===== config.mk =====
export PLATFORM = sky130hd
export DESIGN_NAME = bitmap_page_allocator_core
export DESIGN_NICKNAME = d
export VERILOG_FILES = /design/src/bpa_pkg.sv /design/src/bitmap_page_allocator_core.sv
export SDC_FILE = /design/constraint.sdc
export NUM_CORES = 2
export LEC_CHECK = 0
export ABC_AREA = 1
export BUFFER_PORTS_ARGS = -buffer_cell sky130_fd_sc_hd__buf_2
export CORE_ASPECT_RATIO = 0.75
export CORE_MARGIN = 2
export CORE_UTILIZATION = 40
export DETAILED_ROUTE_END_ITERATION = 8
export PLACE_DENSITY = 0.54
export SLEW_MARGIN = 20
export SYNTH_ARGS = -nofsm -noshare
export SYNTH_HDL_FRONTEND = slang
export SYNTH_SLANG_ARGS = --single-unit

===== constraint.sdc =====
create_clock -name clk -period 7.6 [get_ports clk]
set_input_delay 0.76 -clock clk [delete_from_list [all_inputs] [get_ports clk]]
set_output_delay 0.76 -clock clk [all_outputs]
set_load 0.05 [all_outputs]

===== src/bpa_pkg.sv =====
// Shared types and constants for the bitmap page allocator.
// Depends on nothing; imported by bitmap_page_allocator_core and its testbench.
package bpa_pkg;

    localparam logic [31:0] REGION_BASE = 32'h2000_0000;
    localparam int          PAGE_SHIFT  = 12;
    localparam logic [31:0] PAGE_ROUND  = 32'h0000_0FFF;
    localparam int          WORD_BITS   = 32;

    localparam logic [1:0] OP_INIT  = 2'd0;
    localparam logic [1:0] OP_ALLOC = 2'd1;
    localparam logic [1:0] OP_FREE  = 2'd2;

    localparam logic [1:0] STATUS_OK           = 2'd0;
    localparam logic [1:0] STATUS_NONE_FREE    = 2'd1;
    localparam logic [1:0] STATUS_OUT_OF_RANGE = 2'd2;

    typedef enum logic [7:0] {
        ST_IDLE      = 8'b0000_0001,
        ST_CLEAR     = 8'b0000_0010,
        ST_INIT_PREP = 8'b0000_0100,
        ST_INIT_FILL = 8'b0000_1000,
        ST_ALLOC     = 8'b0001_0000,
        ST_FREE_RD   = 8'b0010_0000,
        ST_FREE_WR   = 8'b0100_0000,
        ST_DONE      = 8'b1000_0000
    } bpa_state_t;

endpackage


===== src/bitmap_page_allocator_core.sv =====
// Bitmap free-page allocator core with a one-word-per-cycle map sequencer.
// Depends on bpa_pkg for op codes, status codes and state encoding.
// Init sizes the reserved area then fills the map, allocate scans for a free page, free reads
// then rewrites a word. The next item is accepted from the cycle its result appears.
// After reset the map is swept word by word to all free before in_ready rises.
// Reset is asynchronous and active low; the reserved end register resets to the region base.
module bitmap_page_allocator_core
    import bpa_pkg::*;
#(
    parameter int PAGES = 1024
)
(
    input  logic        clk,
    input  logic        rst_n,
    input  logic        cfg_wr_en,
    input  logic [31:0] cfg_wr_data,
    input  logic        in_valid,
    output logic        in_ready,
    input  logic [1:0]  op,
    input  logic [31:0] free_address,
    output logic        out_valid,
    input  logic        out_ready,
    output logic [31:0] page_address,
    output logic [1:0]  status
);

    localparam int MAP_WORDS = (PAGES + WORD_BITS - 1) / WORD_BITS;
    localparam int WORD_AW   = (MAP_WORDS > 1) ? $clog2(MAP_WORDS) : 1;
    localparam int WORD_CW   = $clog2(MAP_WORDS + 1);
    localparam int PAGE_CW   = $clog2(PAGES + 1);
    localparam logic [WORD_AW-1:0] LAST_WORD  = WORD_AW'(MAP_WORDS - 1);
    localparam logic [WORD_CW-1:0] WORD_COUNT = WORD_CW'(MAP_WORDS);
    localparam logic [31:0]        PAGES_W    = 32'(PAGES);

    function automatic logic [31:0] low_ones(input logic [5:0] n);
        logic [31:0] r;
        if (n >= 6'd32)
        begin
            r = '1;
        end
        else
        begin
            r = (32'd1 << n) - 32'd1;
        end
        return r;
    endfunction

    function automatic logic [5:0] clamp32(input logic [31:0] v);
        logic [5:0] r;
        if (v >= 32'd32)
        begin
            r = 6'd32;
        end
        else
        begin
            r = v[5:0];
        end
        return r;
    endfunction

    bpa_state_t state_reg, state_next;
    logic [31:0]        reserved_end_reg;
    logic [WORD_AW-1:0] fill_cnt_reg, fill_cnt_next;
    logic [PAGE_CW-1:0] used_reg, used_next;
    logic [WORD_CW-1:0] issue_cnt_reg, issue_cnt_next;
    logic               chk_valid_reg, chk_valid_next;
    logic [WORD_AW-1:0] chk_word_reg, chk_word_next;
    logic [WORD_AW-1:0] free_word_reg, free_word_next;
    logic [4:0]         free_bit_reg, free_bit_next;
    logic [31:0]        res_addr_reg, res_addr_next;
    logic [1:0]         res_status_reg, res_status_next;
    logic               out_valid_reg, out_valid_next;
    logic [31:0]        page_address_reg, page_address_next;
    logic [1:0]         status_reg, status_next;

    logic [31:0]        map_mem [MAP_WORDS];
    logic [31:0]        rdata_reg;
    logic [WORD_AW-1:0] mem_raddr;
    logic               mem_we;
    logic [WORD_AW-1:0] mem_waddr;
    logic [31:0]        mem_wdata;

    logic [31:0] first_page;
    logic [31:0] used_page;
    logic [5:0]  lo_cnt;
    logic [5:0]  hi_cnt;
    logic [31:0] fill_word;
    logic [4:0]  low_bit;
    logic [16:0] req_page;
    logic [32:0] round_up;
    logic [32:0] used_raw;
    logic        issue;
    logic        found;

    always_ff @(posedge clk)
    begin
        if (mem_we)
        begin
            map_mem[mem_waddr] <= mem_wdata;
        end
        rdata_reg <= map_mem[mem_raddr];
    end

    always_comb
    begin
        first_page = 32'({fill_cnt_reg, 5'd0});
        used_page  = (state_reg == ST_CLEAR) ? 32'd0 : 32'(used_reg);
        if (used_page > first_page)
        begin
            lo_cnt = clamp32(used_page - first_page);
        end
        else
        begin
            lo_cnt = 6'd0;
        end
        hi_cnt    = clamp32(PAGES_W - first_page);
        fill_word = low_ones(hi_cnt) & ~low_ones(lo_cnt);
    end

    always_comb
    begin
        low_bit = 5'd0;
        for (int i = WORD_BITS - 1; i >= 0; i--)
        begin
            if (rdata_reg[i])
            begin
                low_bit = 5'(i);
            end
        end
    end

    always_comb
    begin
        if (reserved_end_reg > REGION_BASE)
        begin
            round_up = {1'b0, reserved_end_reg} - {1'b0, REGION_BASE} + {1'b0, PAGE_ROUND};
        end
        else
        begin
            round_up = 33'd0;
        end
        used_raw = round_up >> PAGE_SHIFT;
    end

    assign req_page  = free_address[28:12];
    assign issue     = (state_reg == ST_ALLOC) && (issue_cnt_reg < WORD_COUNT);
    assign found     = (state_reg == ST_ALLOC) && chk_valid_reg && (rdata_reg != 32'd0);
    assign mem_raddr = (state_reg == ST_FREE_RD) ? free_word_reg
                                                 : issue_cnt_reg[WORD_AW-1:0];

    always_comb
    begin
        state_next        = state_reg;
        fill_cnt_next     = fill_cnt_reg;
        used_next         = used_reg;
        issue_cnt_next    = issue_cnt_reg;
        chk_valid_next    = 1'b0;
        chk_word_next     = chk_word_reg;
        free_word_next    = free_word_reg;
        free_bit_next     = free_bit_reg;
        res_addr_next     = res_addr_reg;
        res_status_next   = res_status_reg;
        out_valid_next    = out_valid_reg && !out_ready;
        page_address_next = page_address_reg;
        status_next       = status_reg;
        mem_we            = 1'b0;
        mem_waddr         = fill_cnt_reg;
        mem_wdata         = fill_word;
        in_ready          = 1'b0;

        unique case (state_reg)
            ST_IDLE:
            begin
                in_ready        = 1'b1;
                res_addr_next   = 32'd0;
                res_status_next = STATUS_OK;
                if (in_valid)
                begin
                    unique case (op)
                        OP_INIT:
                        begin
                            state_next = ST_INIT_PREP;
                        end
                        OP_ALLOC:
                        begin
                            issue_cnt_next = '0;
                            state_next     = ST_ALLOC;
                        end
                        OP_FREE:
                        begin
                            if (32'(req_page) >= PAGES_W)
                            begin
                                res_status_next = STATUS_OUT_OF_RANGE;
                                state_next      = ST_DONE;
                            end
                            else
                            begin
                                free_word_next = WORD_AW'(req_page >> 5);
                                free_bit_next  = req_page[4:0];
                                state_next     = ST_FREE_RD;
                            end
                        end
                        default:
                        begin
                            state_next = ST_DONE;
                        end
                    endcase
                end
            end
            ST_CLEAR, ST_INIT_FILL:
            begin
                mem_we = 1'b1;
                if (fill_cnt_reg == LAST_WORD)
                begin
                    fill_cnt_next = '0;
                    state_next    = (state_reg == ST_CLEAR) ? ST_IDLE : ST_DONE;
                end
                else
                begin
                    fill_cnt_next = fill_cnt_reg + 1'b1;
                end
            end
            ST_INIT_PREP:
            begin
                if (used_raw >= 33'(PAGES))
                begin
                    used_next = PAGE_CW'(PAGES);
                end
                else
                begin
                    used_next = PAGE_CW'(used_raw);
                end
                fill_cnt_next = '0;
                state_next    = ST_INIT_FILL;
            end
            ST_ALLOC:
            begin
                chk_valid_next = issue;
                chk_word_next  = issue_cnt_reg[WORD_AW-1:0];
                if (issue)
                begin
                    issue_cnt_next = issue_cnt_reg + 1'b1;
                end
                if (found)
                begin
                    mem_we          = 1'b1;
                    mem_waddr       = chk_word_reg;
                    mem_wdata       = rdata_reg & ~(32'd1 << low_bit);
                    res_addr_next   = REGION_BASE
                                    + (32'({chk_word_reg, low_bit}) << PAGE_SHIFT);
                    res_status_next = STATUS_OK;
                    chk_valid_next  = 1'b0;
                    state_next      = ST_DONE;
                end
                else if (chk_valid_reg && (chk_word_reg == LAST_WORD))
                begin
                    res_status_next = STATUS_NONE_FREE;
                    chk_valid_next  = 1'b0;
                    state_next      = ST_DONE;
                end
            end
            ST_FREE_RD:
            begin
                state_next = ST_FREE_WR;
            end
            ST_FREE_WR:
            begin
                mem_we     = 1'b1;
                mem_waddr  = free_word_reg;
                mem_wdata  = rdata_reg | (32'd1 << free_bit_reg);
                state_next = ST_DONE;
            end
            ST_DONE:
            begin
                if (!out_valid_reg || out_ready)
                begin
                    out_valid_next    = 1'b1;
                    page_address_next = res_addr_reg;
                    status_next       = res_status_reg;
                    state_next        = ST_IDLE;
                end
            end
            default:
            begin
                state_next = ST_IDLE;
            end
        endcase
    end

    always_ff @(posedge clk or negedge rst_n)
    begin
        if (!rst_n)
        begin
            state_reg        <= ST_CLEAR;
            reserved_end_reg <= REGION_BASE;
            fill_cnt_reg     <= '0;
            issue_cnt_reg    <= '0;
            chk_valid_reg    <= 1'b0;
            out_valid_reg    <= 1'b0;
        end
        else
        begin
            state_reg     <= state_next;
            fill_cnt_reg  <= fill_cnt_next;
            issue_cnt_reg <= issue_cnt_next;
            chk_valid_reg <= chk_valid_next;
            out_valid_reg <= out_valid_next;
            if (cfg_wr_en)
            begin
                reserved_end_reg <= cfg_wr_data;
            end
        end
    end

    always_ff @(posedge clk)
    begin
        used_reg         <= used_next;
        chk_word_reg     <= chk_word_next;
        free_word_reg    <= free_word_next;
        free_bit_reg     <= free_bit_next;
        res_addr_reg     <= res_addr_next;
        res_status_reg   <= res_status_next;
        page_address_reg <= page_address_next;
        status_reg       <= status_next;
    end

    assign out_valid    = out_valid_reg;
    assign page_address = page_address_reg;
    assign status       = status_reg;

`ifndef SYNTH
    a_write_states: assert property (@(posedge clk) disable iff (!rst_n)
        mem_we |-> (state_reg == ST_CLEAR || state_reg == ST_INIT_FILL
                    || state_reg == ST_ALLOC || state_reg == ST_FREE_WR))
        else $error("map written outside a writing state");

    a_check_in_alloc: assert property (@(posedge clk) disable iff (!rst_n)
        chk_valid_reg |-> (state_reg == ST_ALLOC))
        else $error("pending map read outside an allocation scan");

    a_found_done: assert property (@(posedge clk) disable iff (!rst_n)
        found |=> (state_reg == ST_DONE && res_status_reg == STATUS_OK
                   && res_addr_reg >= REGION_BASE))
        else $error("allocation hit did not produce an ok result");

    a_out_from_done: assert property (@(posedge clk) disable iff (!rst_n)
        $rose(out_valid_reg) |-> $past(state_reg == ST_DONE))
        else $error("result item appeared without completing an operation");

    a_status_code: assert property (@(posedge clk) disable iff (!rst_n)
        out_valid_reg |-> (status_reg == STATUS_OK || status_reg == STATUS_NONE_FREE
                           || status_reg == STATUS_OUT_OF_RANGE))
        else $error("result item carries an undefined status");
`endif

endmodule


==> reports/metrics.cfg <==
[routing]
post-route-drc-count = 0
drt_iter0_drc = 3758
drt_wl_total_um = 150700
num_vias = 32950
ant_nets = 0
wl_per_cell_um = 26.28
via_per_inst = 5.744
drt_pass1_iterations = 5

[pwr]
pwr-share-clk_pct = 32.6
swShare_pct = 31.90
power.internal_mw = 11.35
peakVddDrop_v = 0.0003488
pwr-share-seq_pct = 45.6
power.leakage_nw = 18.52
p_switching_mw = 5.317
power.density_mw_per_mm2 = 303.5
power.total_mw = 16.66
combPwrFrac_pct = 21.8

[run_status]
status = finished clean

[worst_setup_path]
critPathArrivalTime_ps = 6160
crit_top_cell = nand2_1
cp_num_buf_inv = 7
critPathLaunchType = register
max_stage_delay_ps = 730
critPathSlowestCell = a21oi_4
path_delay_family = simple AND/OR/NAND/NOR gates
worstSetupEndpointType = register
worstSetupPathType = register to register
worstPathRequired_ps = 7970
cp_max_fo = 32

[synthesis]
synth_common_cells = edfxtp_1, nor2_1, o21ai_0
syn_avg_cell_area_sq_um = 12.17
synth_area_leaders = edfxtp_1, o21ai_0, nor2_1
ys_seq_area_share_pct = 70.86
synth_most_common_cell = edfxtp_1
netlist_area_sq_mm = 0.04838
async_flop_share_pct = 4.565
synth_top_cell_by_area = edfxtp_1
ys_warn_count = 0
synth_cell_type_count = 64
synth-seq-cells = 1161
synth-edff-count = 1076
ys.flop_type = edfxtp_1
synthCells = 3976
synth_top_cell_area_share_pct = 66.79

[timing]
slew_violations = 0
hold_viol_final = 0
finalCritPeriodShare_pct = 76.14
rsz0062_at_grt = no
fin_skew_ps = 32.40
fin_hold_ws_ps = 179.2
fin_tns_setup_ps = 0
worst_pin_slew_ps = 1039
slew_headroom_pct = 30.74
fin_crit_ps = 5787
setup_viol = 0
fmax_mhz = 172.8
fin_ws_ps = 1813

[placed_design]
gp_congestion = 1.006
place_hpwl_um = 85150
place_ws_ps = 1726
placed_area_sq_mm = 0.05136
port_buffers = 70
dp.cells = 5528

[cells_and_area]
largest_reg_flops = 1024
final_cell_area_sq_mm = 0.05491
fillers = 10980
nets = 4100
final_util_pct = 45.75
drive_above_1_share_pct = 11.17
syn_to_final_growth_pct = 13.50
final_cells = 5736

[global_routing]
grt_start_max_net_pins = 154
grt_pass1_wl_um = 218200
grt_overflow = 0
antenna_found_initial = 7
track_usage_pct = 24.12
grt_pass1_vias = 30670

[clock_tree]
holdBufCountCts = 0
cts.sinks = 1161
numCtsBuffers = 111
tritoncts = built
clk_pin_slew_worst_paths_ps = 60
htree_levels = 3
clockBufferDepth = 3
clk_latency_ps = 740
cts_setup_buffers = 0
cts.repair.resized = 0
root_buffer = clkbuf_16

[die]
dieArea_sq_mm = 0.1238
io_pins = 107
die_x_um = 405.6
start_util_pct = 40.31
placementRows = 110
dieHeight_um = 305.2
core_area_sq_mm = 0.1200

[hold_path]
holdCritPathClass = input pin to asynchronous set/reset pin

[job]
cap_violations = 0

-- per-layer routing --
| metal | vias to the layer above | GRT usage (%) | wire [um] |
|---|---|---|---|
| met5 | - | 0 | 0 |
| met4 | 0 | 6.276 | 3771 |
| met3 | 210 | 4.651 | 11290 |
| met2 | 1269 | 35.34 | 65400 |
| met1 | 16630 | 36.65 | 70290 |
| li1 | 14840 | - | - |
-- cells by family (layout without fill, tap and decap cells) --
| family | after synthesis | count (layout) | share of synthesized area [%] |
|---|---|---|---|
| buf+inv | 471 | 586 | 3.874 |
| mux | 11 | 11 | 0.2560 |
| xor+xnor | 6 | 6 | 0.1086 |
| flops | 1161 | 1161 | 70.86 |
| fa+ha+maj | 12 | 12 | 0.3259 |
| other cells | 1 | 22 | 0.007751 |
| compound gates | 1115 | 1115 | 14.21 |
| simple gates | 1199 | 1199 | 10.36 |
-- power groups by stage --
stage / logic, mW / registers [mW] / clock network [mW]
floorplan: 2.34 / 7.68 / 0
global placement: 3.58 / 7.72 / 0
detailed placement: 3.59 / 7.72 / 0
CTS: 3.60 / 7.59 / 5.53
global route: 4.00 / 7.61 / 5.79
finish: 3.63 / 7.60 / 5.44
-- worst paths after layout --
| kind | startpoint | endpoint | slack, ps | depth (start not counted) |
|---|---|---|---|---|
| setup / recovery | state_reg[1] | map_mem[7][26] | 1810 | 28 |
| max in group asynchronous | rst_n | reserved_end_reg[26] | 6950 | 2 |
| setup reg to reg | state_reg[1] | map_mem[7][26] | 1810 | 28 |
| hold / removal | rst_n | reserved_end_reg[8] | 180 | 2 |
| min in group clk | free_address[16] | free_bit_reg[4] | 210 | 1 |
| hold reg to reg | res_addr_reg[13] | page_address[13] | 420 | 0 |
-- cell usage in the layout, fill, tap and decap left out, drive strengths merged, types with 3 or more instances in the layout --
cell type and count:
nor4 15, edfxtp 1076, o22ai 63, inv 193, a21boi 7, clkinvlp 4
bufinv 6, xor2 5, conb 21, a211oi 3, a22oi 3, clkinv 40
nor3 52, o21ai 603, a21oi 55, ha 11, o211a 11, a31oi 68
nand4 33, o211ai 59, a32oi 3, a311oi 12, dfxtp 32, nor2 705
o31ai 4, mux2 11, o21a 5, clkbuf 161, dfrtp 51, o221ai 198
nand2 278, o21bai 13, buf 182, nand3 109, and3 3
-- final cells by class --
cell class	count	area (sq um)	share of cell area, %
inverters	197	758.2	1.381
clock buffers	161	3097	5.639
flip-flops and latches	1161	34280	62.43
diodes	1	2.502	0.004557
well taps	1624	2032	3.700
repair buffers	182	1554	2.830
multi-input cells	2364	12750	23.22
clock inverters	46	439.2	0.7998
No activity file was read; power rests on OpenSTA's default activity.
